==> src/rtl/assert_macros.svh <==
// Assertion macros shared by the header parser modules.
// Each macro expects a clock named clk and an active-low reset named arst_n in scope.
`ifndef ASSERT_MACROS_SVH
`define ASSERT_MACROS_SVH

// Check a condition at every clock edge outside reset.
`define ASSERT_ALWAYS(label, cond, msg) \
	label: assert property (@(posedge clk) disable iff (!arst_n) (cond)) \
		else $error(msg);

// Check that a condition holds in the cycle after a trigger.
`define ASSERT_NEXT(label, trig, cond, msg) \
	label: assert property (@(posedge clk) disable iff (!arst_n) (trig) |=> (cond)) \
		else $error(msg);

`endif

==> src/rtl/pnm_hdr_pkg.sv <==
// Types and constants of the binary anymap header parser.
// Used by pnm_hdr_parse, pnm_hdr_outq and the top level; depends on nothing.
package pnm_hdr_pkg;

	localparam int MAX_HDR_BYTES = 1024;
	localparam int MIN_HDR_BYTES = 10;
	localparam int VALUE_BITS    = 24;
	localparam int IDX_W         = $clog2(MAX_HDR_BYTES + 1);

	localparam logic [7:0] CH_P     = 8'h50;
	localparam logic [7:0] CH_5     = 8'h35;
	localparam logic [7:0] CH_6     = 8'h36;
	localparam logic [7:0] CH_HASH  = 8'h23;
	localparam logic [7:0] CH_PLUS  = 8'h2B;
	localparam logic [7:0] CH_MINUS = 8'h2D;
	localparam logic [7:0] CH_ZERO  = 8'h30;
	localparam logic [7:0] CH_NINE  = 8'h39;
	localparam logic [7:0] CH_SPACE = 8'h20;
	localparam logic [7:0] CH_TAB   = 8'h09;
	localparam logic [7:0] CH_LF    = 8'h0A;
	localparam logic [7:0] CH_CR    = 8'h0D;

	typedef enum logic [1:0] {
		ST_OK        = 2'd0,
		ST_BAD_MAGIC = 2'd1,
		ST_SHORT     = 2'd2,
		ST_BAD_VALUE = 2'd3
	} status_t;

	typedef enum logic [1:0] {
		PH_MAGIC   = 2'd0,
		PH_TOKENS  = 2'd1,
		PH_SETTLED = 2'd2
	} phase_t;

	typedef struct packed {
		status_t               status;
		logic [VALUE_BITS-1:0] image_width;
		logic [VALUE_BITS-1:0] image_height;
		logic [VALUE_BITS-1:0] max_sample;
		logic [IDX_W-1:0]      data_offset;
		logic                  is_rgb;
		logic                  wide_samples;
	} result_t;

endpackage

==> src/rtl/binary_pnm_header_parser_top.sv <==
// Top level of the binary anymap (P5/P6) header parser.
// Depends on pnm_hdr_pkg, pnm_hdr_parse and pnm_hdr_outq.

// The block takes one header byte per cycle while in_stall is low and gives one
// result per header: status, width, height, maxval, data offset and the colour and
// sample-size flags. Each byte transfer updates the parser state; the result it
// triggers goes to the output register, or to the skid register while that stalls.
// Results pass through this two-entry buffer, so bytes keep flowing while a result
// waits; in_stall rises only while both entries hold results. last_byte rearms the
// parser for the next header, and a header that reaches 1024 bytes counts as ended.
module binary_pnm_header_parser_top (
	input  logic        clk,
	input  logic        arst_n,
	input  logic        in_valid,
	output logic        in_stall,
	input  logic [7:0]  header_byte,
	input  logic        last_byte,
	output logic        out_valid,
	input  logic        out_stall,
	output logic [1:0]  status,
	output logic [23:0] image_width,
	output logic [23:0] image_height,
	output logic [23:0] max_sample,
	output logic [10:0] data_offset,
	output logic        is_rgb,
	output logic        wide_samples
);

	logic                 take;
	logic                 emit;
	logic                 full;
	pnm_hdr_pkg::result_t res;
	pnm_hdr_pkg::result_t out_data;

	assign in_stall = full;
	assign take     = in_valid && !full;

	pnm_hdr_parse u_parse (
		.clk         (clk),
		.arst_n      (arst_n),
		.take        (take),
		.header_byte (header_byte),
		.last_byte   (last_byte),
		.emit        (emit),
		.res         (res)
	);

	pnm_hdr_outq u_outq (
		.clk       (clk),
		.arst_n    (arst_n),
		.push      (take && emit),
		.push_data (res),
		.full      (full),
		.out_valid (out_valid),
		.out_stall (out_stall),
		.out_data  (out_data)
	);

	assign status       = out_data.status;
	assign image_width  = out_data.image_width;
	assign image_height = out_data.image_height;
	assign max_sample   = out_data.max_sample;
	assign data_offset  = out_data.data_offset;
	assign is_rgb       = out_data.is_rgb;
	assign wide_samples = out_data.wide_samples;

endmodule

==> src/rtl/pnm_hdr_parse.sv <==
// Per-byte header parser: magic check, tokenizer, decimal decode and result build.
// Depends on pnm_hdr_pkg and assert_macros.svh.
`include "assert_macros.svh"

module pnm_hdr_parse (
	input  logic                 clk,
	input  logic                 arst_n,
	input  logic                 take,
	input  logic [7:0]           header_byte,
	input  logic                 last_byte,
	output logic                 emit,
	output pnm_hdr_pkg::result_t res
);

	localparam int VB = pnm_hdr_pkg::VALUE_BITS;
	localparam int IW = pnm_hdr_pkg::IDX_W;
	localparam logic [IW-1:0] MAX_IDX = IW'(pnm_hdr_pkg::MAX_HDR_BYTES);
	localparam logic [IW-1:0] MIN_IDX = IW'(pnm_hdr_pkg::MIN_HDR_BYTES);
	localparam logic [VB+3:0] VALUE_MAX = {4'd0, {VB{1'b1}}};

	logic [IW-1:0]       idx_q, idx_n, dstart_q, dstart_n;
	pnm_hdr_pkg::phase_t phase_q, phase_n;
	logic [1:0]          tok_q, tok_n;
	logic                cmt_q, cmt_n;
	logic                started_q, started_n;
	logic                closed_q, closed_n;
	logic                neg_q, neg_n;
	logic [VB-1:0]       acc_q, acc_n;
	logic                ovf_q, ovf_n;
	logic [VB-1:0]       wid_q, wid_n;
	logic [VB-1:0]       hgt_q, hgt_n;
	logic                rgb_q, rgb_n;
	logic                pend_q, pend_n;

	always_comb begin
		logic [7:0]    c;
		logic          blank;
		logic          sep;
		logic          digit;
		logic          feed;
		logic          done;
		logic          bad;
		logic [VB+3:0] nv;
		logic [VB-1:0] v;

		c     = header_byte;
		blank = (c == pnm_hdr_pkg::CH_SPACE) || (c >= pnm_hdr_pkg::CH_TAB && c <= pnm_hdr_pkg::CH_CR);
		sep   = (c == pnm_hdr_pkg::CH_SPACE) || (c == pnm_hdr_pkg::CH_TAB) ||
			(c == pnm_hdr_pkg::CH_LF) || (c == pnm_hdr_pkg::CH_CR);
		digit = (c >= pnm_hdr_pkg::CH_ZERO) && (c <= pnm_hdr_pkg::CH_NINE);
		nv    = ({4'd0, acc_q} << 3) + ({4'd0, acc_q} << 1) + {{(VB){1'b0}}, c[3:0]};
		v     = neg_q ? '0 : acc_q;
		feed  = 1'b0;
		bad   = 1'b0;

		idx_n     = (idx_q < MAX_IDX) ? idx_q + 1'b1 : idx_q;
		dstart_n  = dstart_q;
		phase_n   = phase_q;
		tok_n     = tok_q;
		cmt_n     = cmt_q;
		started_n = started_q;
		closed_n  = closed_q;
		neg_n     = neg_q;
		acc_n     = acc_q;
		ovf_n     = ovf_q;
		wid_n     = wid_q;
		hgt_n     = hgt_q;
		rgb_n     = rgb_q;
		pend_n    = pend_q;
		emit      = 1'b0;
		res       = '0;

		unique case (phase_q)
			pnm_hdr_pkg::PH_MAGIC: begin
				if (idx_q == '0) begin
					if (c != pnm_hdr_pkg::CH_P) begin
						phase_n = pnm_hdr_pkg::PH_SETTLED;
						tok_n   = 2'd0;
						pend_n  = 1'b1;
					end
				end else if (idx_q == IW'(1)) begin
					if (c == pnm_hdr_pkg::CH_5 || c == pnm_hdr_pkg::CH_6) begin
						rgb_n = (c == pnm_hdr_pkg::CH_6);
					end else begin
						phase_n = pnm_hdr_pkg::PH_SETTLED;
						tok_n   = 2'd0;
						pend_n  = 1'b1;
					end
				end else begin
					if (sep) begin
						phase_n = pnm_hdr_pkg::PH_TOKENS;
					end else begin
						phase_n = pnm_hdr_pkg::PH_SETTLED;
						tok_n   = 2'd0;
						pend_n  = 1'b1;
					end
				end
			end
			pnm_hdr_pkg::PH_TOKENS: begin
				if (cmt_q) begin
					if (c == pnm_hdr_pkg::CH_LF || c == pnm_hdr_pkg::CH_CR || last_byte) begin
						cmt_n = 1'b0;
						feed  = 1'b1;
					end
				end else if (c == pnm_hdr_pkg::CH_HASH && !last_byte) begin
					cmt_n = 1'b1;
				end else begin
					feed = 1'b1;
				end
				if (feed) begin
					if (blank) begin
						if (started_q) begin
							if (tok_q == 2'd0) begin
								wid_n = v;
							end else if (tok_q == 2'd1) begin
								hgt_n = v;
							end
							if (tok_q == 2'd2) begin
								acc_n    = v;
								dstart_n = idx_n;
								phase_n  = pnm_hdr_pkg::PH_SETTLED;
								tok_n    = 2'd3;
								pend_n   = 1'b1;
							end else begin
								tok_n     = tok_q + 2'd1;
								started_n = 1'b0;
								closed_n  = 1'b0;
								neg_n     = 1'b0;
								acc_n     = '0;
							end
						end
					end else if (!started_q && (c == pnm_hdr_pkg::CH_PLUS ||
						c == pnm_hdr_pkg::CH_MINUS)) begin
						started_n = 1'b1;
						neg_n     = (c == pnm_hdr_pkg::CH_MINUS);
					end else begin
						started_n = 1'b1;
						if (digit && !closed_q) begin
							if (nv > VALUE_MAX) begin
								acc_n = {VB{1'b1}};
								ovf_n = 1'b1;
							end else begin
								acc_n = nv[VB-1:0];
							end
						end else begin
							closed_n = 1'b1;
						end
					end
				end
			end
			pnm_hdr_pkg::PH_SETTLED: begin
			end
			default: begin
			end
		endcase

		done = last_byte || (idx_n >= MAX_IDX);

		if (phase_n == pnm_hdr_pkg::PH_SETTLED) begin
			if (pend_n && (idx_n >= MIN_IDX || done)) begin
				emit   = 1'b1;
				pend_n = 1'b0;
				if (idx_n < MIN_IDX) begin
					res.status = pnm_hdr_pkg::ST_SHORT;
				end else if (tok_n != 2'd3) begin
					res.status = pnm_hdr_pkg::ST_BAD_MAGIC;
				end else begin
					bad = ovf_n || (wid_n == '0) || (hgt_n == '0) || (acc_n == '0);
					res.status       = bad ? pnm_hdr_pkg::ST_BAD_VALUE : pnm_hdr_pkg::ST_OK;
					res.image_width  = wid_n;
					res.image_height = hgt_n;
					res.max_sample   = acc_n;
					res.data_offset  = dstart_n;
					res.is_rgb       = rgb_n;
					res.wide_samples = |acc_n[VB-1:8];
				end
			end
		end else if (done) begin
			emit       = 1'b1;
			res.status = pnm_hdr_pkg::ST_SHORT;
			phase_n    = pnm_hdr_pkg::PH_SETTLED;
			pend_n     = 1'b0;
		end

		if (last_byte) begin
			idx_n     = '0;
			dstart_n  = '0;
			phase_n   = pnm_hdr_pkg::PH_MAGIC;
			tok_n     = 2'd0;
			cmt_n     = 1'b0;
			started_n = 1'b0;
			closed_n  = 1'b0;
			neg_n     = 1'b0;
			acc_n     = '0;
			ovf_n     = 1'b0;
			wid_n     = '0;
			hgt_n     = '0;
			rgb_n     = 1'b0;
			pend_n    = 1'b0;
		end
	end

	always_ff @(posedge clk or negedge arst_n) begin
		if (!arst_n) begin
			idx_q     <= '0;
			dstart_q  <= '0;
			phase_q   <= pnm_hdr_pkg::PH_MAGIC;
			tok_q     <= 2'd0;
			cmt_q     <= 1'b0;
			started_q <= 1'b0;
			closed_q  <= 1'b0;
			neg_q     <= 1'b0;
			acc_q     <= '0;
			ovf_q     <= 1'b0;
			wid_q     <= '0;
			hgt_q     <= '0;
			rgb_q     <= 1'b0;
			pend_q    <= 1'b0;
		end else if (take) begin
			idx_q     <= idx_n;
			dstart_q  <= dstart_n;
			phase_q   <= phase_n;
			tok_q     <= tok_n;
			cmt_q     <= cmt_n;
			started_q <= started_n;
			closed_q  <= closed_n;
			neg_q     <= neg_n;
			acc_q     <= acc_n;
			ovf_q     <= ovf_n;
			wid_q     <= wid_n;
			hgt_q     <= hgt_n;
			rgb_q     <= rgb_n;
			pend_q    <= pend_n;
		end
	end

	`ASSERT_ALWAYS(a_pend_settled, !pend_q || (phase_q == pnm_hdr_pkg::PH_SETTLED), "pending result outside settled phase")
	`ASSERT_ALWAYS(a_tok3_settled, (tok_q != 2'd3) || (phase_q == pnm_hdr_pkg::PH_SETTLED), "third token closed while parsing")
	`ASSERT_ALWAYS(a_idx_range, idx_q <= MAX_IDX, "byte index beyond header limit")
	`ASSERT_NEXT(a_emit_clears, take && emit, !pend_q, "result still pending after transfer")

endmodule

==> src/rtl/pnm_hdr_outq.sv <==
// Two-entry result buffer: output register plus skid register.
// Depends on pnm_hdr_pkg and assert_macros.svh.
`include "assert_macros.svh"

module pnm_hdr_outq (
	input  logic                 clk,
	input  logic                 arst_n,
	input  logic                 push,
	input  pnm_hdr_pkg::result_t push_data,
	output logic                 full,
	output logic                 out_valid,
	input  logic                 out_stall,
	output pnm_hdr_pkg::result_t out_data
);

	logic                 out_v_q;
	logic                 skid_v_q;
	pnm_hdr_pkg::result_t out_q;
	pnm_hdr_pkg::result_t skid_q;
	logic                 free;

	assign free      = !out_v_q || !out_stall;
	assign full      = skid_v_q;
	assign out_valid = out_v_q;
	assign out_data  = out_q;

	always_ff @(posedge clk or negedge arst_n) begin
		if (!arst_n) begin
			out_v_q  <= 1'b0;
			skid_v_q <= 1'b0;
		end else if (free) begin
			out_v_q  <= skid_v_q || push;
			skid_v_q <= 1'b0;
		end else if (push) begin
			skid_v_q <= 1'b1;
		end
	end

	always_ff @(posedge clk) begin
		if (free) begin
			out_q <= skid_v_q ? skid_q : push_data;
		end else if (push) begin
			skid_q <= push_data;
		end
	end

	`ASSERT_ALWAYS(a_skid_behind_out, !skid_v_q || out_v_q, "skid entry held with empty output register")
	`ASSERT_ALWAYS(a_no_push_full, !(push && skid_v_q), "transfer into a full buffer")

endmodule
==> config.mk <==
export PLATFORM = sky130hd
export DESIGN_NAME = binary_pnm_header_parser_top
export DESIGN_NICKNAME = d
export VERILOG_FILES = /design/src/rtl/pnm_hdr_pkg.sv /design/src/rtl/binary_pnm_header_parser_top.sv /design/src/rtl/pnm_hdr_parse.sv /design/src/rtl/pnm_hdr_outq.sv
export VERILOG_INCLUDE_DIRS = /design/src /design/src/rtl
export SDC_FILE = /design/constraint.sdc
export NUM_CORES = 1
export LEC_CHECK = 0
export BUFFER_PORTS_ARGS = -buffer_cell sky130_fd_sc_hd__buf_2
export CAP_MARGIN = 20
export CORE_MARGIN = 10
export CORE_UTILIZATION = 60
export DETAILED_ROUTE_END_ITERATION = 7
export GPL_TIMING_DRIVEN = 1
export PLACE_DENSITY = 0.79
export SETUP_SLACK_MARGIN = 0.4
export SLEW_MARGIN = 20
export SYNTH_ARGS = -nofsm -noshare
export SYNTH_HDL_FRONTEND = slang
export SYNTH_HIERARCHICAL = 1
export SYNTH_SLANG_ARGS = --single-unit
==> constraint.sdc <==
create_clock -name clk -period 6.5 [get_ports clk]
set_input_delay 0.65 -clock clk [delete_from_list [all_inputs] [get_ports clk]]
set_output_delay 0.65 -clock clk [all_outputs]
set_load 0.02 [all_outputs]
# Word level (Yosys, flattened, before mapping)

Cells that the tools add are included.

$mul: 0
Add/sub/neg operators: 4
Shift-type cells: 0
Eq/ne operators: 20
Div/mod/pow operators: 0
Order comparisons: 9
Reduce and logical (&&, ||, !) cells: 45
Multiplexer cells: 124
Bitwise logic cells: 1

Operators with widths:

| kind                    | count |
|---|---|
| $mux W24                | 23 |
| $mux W85                | 3 |
| $mux W87                | 2 |
| $mux W11                | 8 |
| $logic_not A24 Y1       | 3 |
| $mux W1                 | 58 |
| $mux W2                 | 27 |
| $eq A8 B6 Y1 const B    | 6 |
| $add A27 B25 Y28        | 1 |
| $add A28 B4 Y28         | 1 |
| $gt A28 B24 Y1 const B  | 1 |
| $eq A8 B4 Y1 const B    | 3 |
| $reduce_or A16 Y1       | 1 |
| $logic_or A1 B1 Y1      | 15 |
| $add A11 B1 Y11 const B | 1 |
| $eq A11 B1 Y1 const B   | 1 |
| $ge A11 B11 Y1 const B  | 1 |
| $ge A11 B4 Y1 const B   | 1 |
| $logic_not A11 Y1       | 1 |
| $lt A11 B11 Y1 const B  | 1 |
| $lt A11 B4 Y1 const B   | 1 |
| $ne A3 B2 Y1 const B    | 3 |
| $ge A8 B4 Y1 const B    | 1 |
| $ge A8 B6 Y1 const B    | 1 |
| other kinds (20)        | 39 |

Latch bits: 0
Bits in read-only memories: 0
Output and inout bits: 89
Logic and storage cells: 233
Register bits: 281
Memory bits (writable): 0
Memories: 0

# Longest topological paths before layout

Word-level depth: 18
Mapped depth: 15

# Cells and area by module

The synthesis kept the hierarchy.

Modules (own cells, without submodules):

| module                       | area an instance (um^2) | cells an instance | times used |
|---|---|---|---|
| pnm_hdr_parse                | 8655.8                  | 1093              | 1 |
| pnm_hdr_outq                 | 6382.4                  | 277               | 1 |
| binary_pnm_header_parser_top | 15.0                    | 2                 | 1 |

# Worst setup path after synthesis

OpenSTA, ideal clock, no wires.

Path type: input to register
Start: input header_byte[4]
End: register u_outq/skid_q[0] in the netlist's numbering (enable)
Setup time: 0.456 ns
Buffers on the path: 0
Data required time: 6.044 ns
Stages: 9
Slack: 0.690 ns
Data arrival time: 5.354 ns
Cells stage by stage: or4b_4 > or4_4 > a21oi_2 > o221ai_4 > o41ai_2 > or3b_4 > a32oi_2 > and3b_1 > and3_1

Cells in the longest elaborated chain, start to end: 13

RTL lines:

| element                                                               | RTL line                           | source |
|---|---|---|
| start, declared                                                       | binary_pnm_header_parser_top.sv:16 | `input logic [7:0] header_byte,` |
| parallel branches: the longest is 10 deep, another holds $ge A8 B4 Y1 | -                                  |  |
| $mux W1 *                                                             | pnm_hdr_parse.sv:159               | `if (phase_n == pnm_hdr_pkg::PH_SETTLED) begin` |
| net emit                                                              | binary_pnm_header_parser_top.sv:30 | `logic emit;` |
| $logic_and A1 B1 Y1 *                                                 | binary_pnm_header_parser_top.sv:51 | `.push (take && emit),` |
| $reduce_and A2 Y1 (no source line) *                                  | -                                  |  |
| end signal, assigned                                                  | pnm_hdr_outq.sv:43                 | `skid_q <= push_data;` |
| end, declared                                                         | pnm_hdr_outq.sv:19                 | `pnm_hdr_pkg::result_t skid_q;` |

Mark *: on every way through the listed nets, which the timed path passes. The select of a mux whose other input is x is not followed.
A chain may end at the register's enable or synchronous reset.

==> metrics.txt <==
Hold/Removal Path Class input pin to asynchronous set/reset pin; CTS resizes 0; YS warnings 6; overall routed net length 37400 um; top cell type by total area after synthesis edfxtp_1; share of synthesized registers carrying an async set or reset 38.1%; I/O Buffers 101; drt pass-1 iters 7; total gr overflow 0; Pwr Density 306 mW/mm^2; Peak Freq 214 MHz; NumNets Final 1490; kind of critical path register to register; area delta synth->final 10.0%; first-pass GRT wire length 59700 um; count leader, synth edfxtp_1; Final Skew 0.0129 ns; Num CTS Buffers 29; launch point of the worst path u_parse/idx_q[7]; WL/cell 21.2 um; largest net degree at the start of global routing 82; Crit. End Element register; setup bufs post-CTS 0; total core area 0.0245 mm^2; Routability Congestion 0.899; share of the synthesized area in the top cell type 34.7%; RSZ-0062 raised after global routing false; Worst R2R Start u_parse/idx_q[7]; vias in the first global route 10922; Final setup viols 0; post-route ant nets 0; HPWL Detailed 25200 um; clk buf depth 3; Clock Latency Late Sink 0.54 ns; pre-CTS setup slack 1.54 ns; initial antenna violation count 0; Die Area 0.0318 mm^2; top cells by count, synth 174 x edfxtp_1, 116 x a22oi_1, 109 x inv_1; hold_ws 0.123 ns; Critical Path AT 5.08 ns; Ant. Diodes 0; Slew Viols, Final 0; status finished clean; clock transition at the registers of the reported paths 0.06 ns; startpoint types register; Root Driver clkbuf_16; Synth Register Bits 281; mapped cell area 0.0151 mm^2; Worst setup endpoint u_outq/out_data[36]; setup slack after layout 1.83 ns; Hold Fails Final Rpt 0; CTS tree built; Initial DRC Count 1646; number of vias per cell 6.43; Worst Tran Pin Value 1.13 ns; Max-slew headroom 24.2%; Placed Cells 1715; Site Rows 57; Worst IR Drop VDD 0.219 mV; worst-path cell chain nor4_1 > nand4_1 > or4_1 > nand2b_1 > a311oi_1 > o21ai_0 > a22oi_1 > nand2_2 > buf_4 > nor2_1 > mux2_2; fin cells 1768; setup_tns 0 ns; Sink Count 281; Post-synth top flop edfxtp_1; Final Cycle Share 71.9%; sequential area share after synthesis 52.5%; LEAKAGE 6.66 nW; R2R depth 11; Mapped Avg Cell Area 11.0 um^2; CP Data Required Time 6.91 ns; Worst R2R Setup Slack 1.83 ns; H-Tree Level Count 1; largest fanout on the critical path 31; vias 11368; reg-to-reg endpoint u_outq/out_data[36]; syn_nets 1440; synth top area cells edfxtp_1 35%, dfrtp_1 18%, mux2_2 6.0%, a22oi_1 5.8%, ha_1 4.4%; Initial Util 61.4%; FF/Latch Area 0.00791 mm^2; io pins 102; Max-Cap Viols 0; GRT Total Usage 23.1%; Die H 178 um; share of cells above drive strength 1 19.1%; Netlist cell types 81; Multi-input gate area 0.00629 mm^2; DRC 0; post-synthesis cell count 1372; crit path time final 4.67 ns; die width 178 um; Layout fillers 1815; CP max stage cell or4_1; cts hold-fix bufs 0; slowest stage delay, CP 0.59 ns; number of synthesized flops with an enable pin 174
## flip-flops by register name, indices dropped and copies added (netlist names), 2 cells and up
| name | cells |
|---|---|
| u_outq/out_data | 87 |
| u_outq/skid_q | 87 |
| u_parse/acc_q | 24 |
| u_parse/hgt_q | 24 |
| u_parse/wid_q | 24 |
| u_parse/dstart_q | 11 |
| u_parse/idx_q | 11 |
| u_parse/phase_q | 2 |
| u_parse/tok_q | 2 |
## cell families (layout without fill, tap and decap cells)
family	after synthesis	in the layout	synth area share [%]
DFF	281	281	52.5
adders and majority gates	55	55	4.67
xor gates and xnor gates	31	31	1.80
and+or+nand+nor	292	292	9.79
muxes	88	88	6.78
AOI/OAI and AO/OA	419	419	18.6
buffers and inverters	206	278	5.89
## final cells by class
| type | count | area share, % |
|---|---|---|
| flip-flops and latches | 281 | 47.7 |
| multi-input cells | 885 | 38.0 |
| clock buffers | 34 | 4.49 |
| repair buffers | 115 | 3.78 |
| inverters | 110 | 2.49 |
| well taps | 324 | 2.45 |
| clock inverters | 19 | 1.06 |
## layout by cell type, fill, tap and decap left out, types with 11 or more instances in the layout
cell type  synthesis  final
buf_4              3     14
a22oi_1          116    116
clkbuf_16          0     29
ha_1              53     53
buf_2             10    100
nand4_1           12     12
a21oi_1           84     84
nand2_1           69     68
xor2_1            11     11
edfxtp_1         174    174
xnor2_1           20     20
o21ai_0           45     45
o22ai_1           87     87
a211oi_1          18     18
nor2_1            99     99
dfrtp_1          107    106
mux2_2            80     80
inv_1            109    109
nor4_1            24     24
nor3_1            16     16
## metal layers
layer | vias to the layer above | GRT usage, % | part of all wire, %
met3 | 81 | 3.11 | 8.3
met2 | 546 | 35.8 | 46
met1 | 5474 | 32.6 | 42
met4 | 0 | 8.41 | 3.2
met5 | - | 0 | 0
li1 | 5267 | - | -
## worst min path at each step
stage | endpoint | start | slack [ns] | depth (start not counted)
finish | u_parse/tok_q[0] | arst_n | 0.12 | 1
global route | u_parse/tok_q[0] | arst_n | 0.15 | 1
detailed placement | u_parse/wid_q[22] | u_parse/wid_q[22] | 0.52 | 2
global placement | u_parse/wid_q[22] | u_parse/wid_q[22] | 0.50 | 2
CTS | u_parse/acc_q[8] | arst_n | 0.14 | 1
floorplan | u_outq/full | arst_n | 0.35 | 0
## metrics by stage
| step | util [%] | cell area (um^2) | power [W] |
|---|---|---|---|
| floorplan | - | 15100 | 0.00312 |
| global placement | 63.7 | 15600 | 0.00342 |
| detailed placement | 63.7 | 15600 | 0.00346 |
| CTS | 67.5 | 16600 | 0.00509 |
| global route | 67.5 | 16600 | 0.00530 |
| finish | 67.5 | 16600 | 0.00507 |
## power breakdown
part / leakage, nW / internal, W / switching (W)
Clock: 0.448 / 0.000937 / 0.000689
Combinational: 2.97 / 0.000420 / 0.000660
Sequential: 3.25 / 0.00214 / 0.000224
Total: 6.66 / 0.00350 / 0.00157
## critical path, delay by kind of cell (launching register included)
family	cells	cell delay (ns)
flops	1	0.44
simple gates	6	2.35
compound gates	3	1.08
buf+inv	1	0.42
mux	1	0.23
Note: power is estimated with default switching activity, not from simulation.
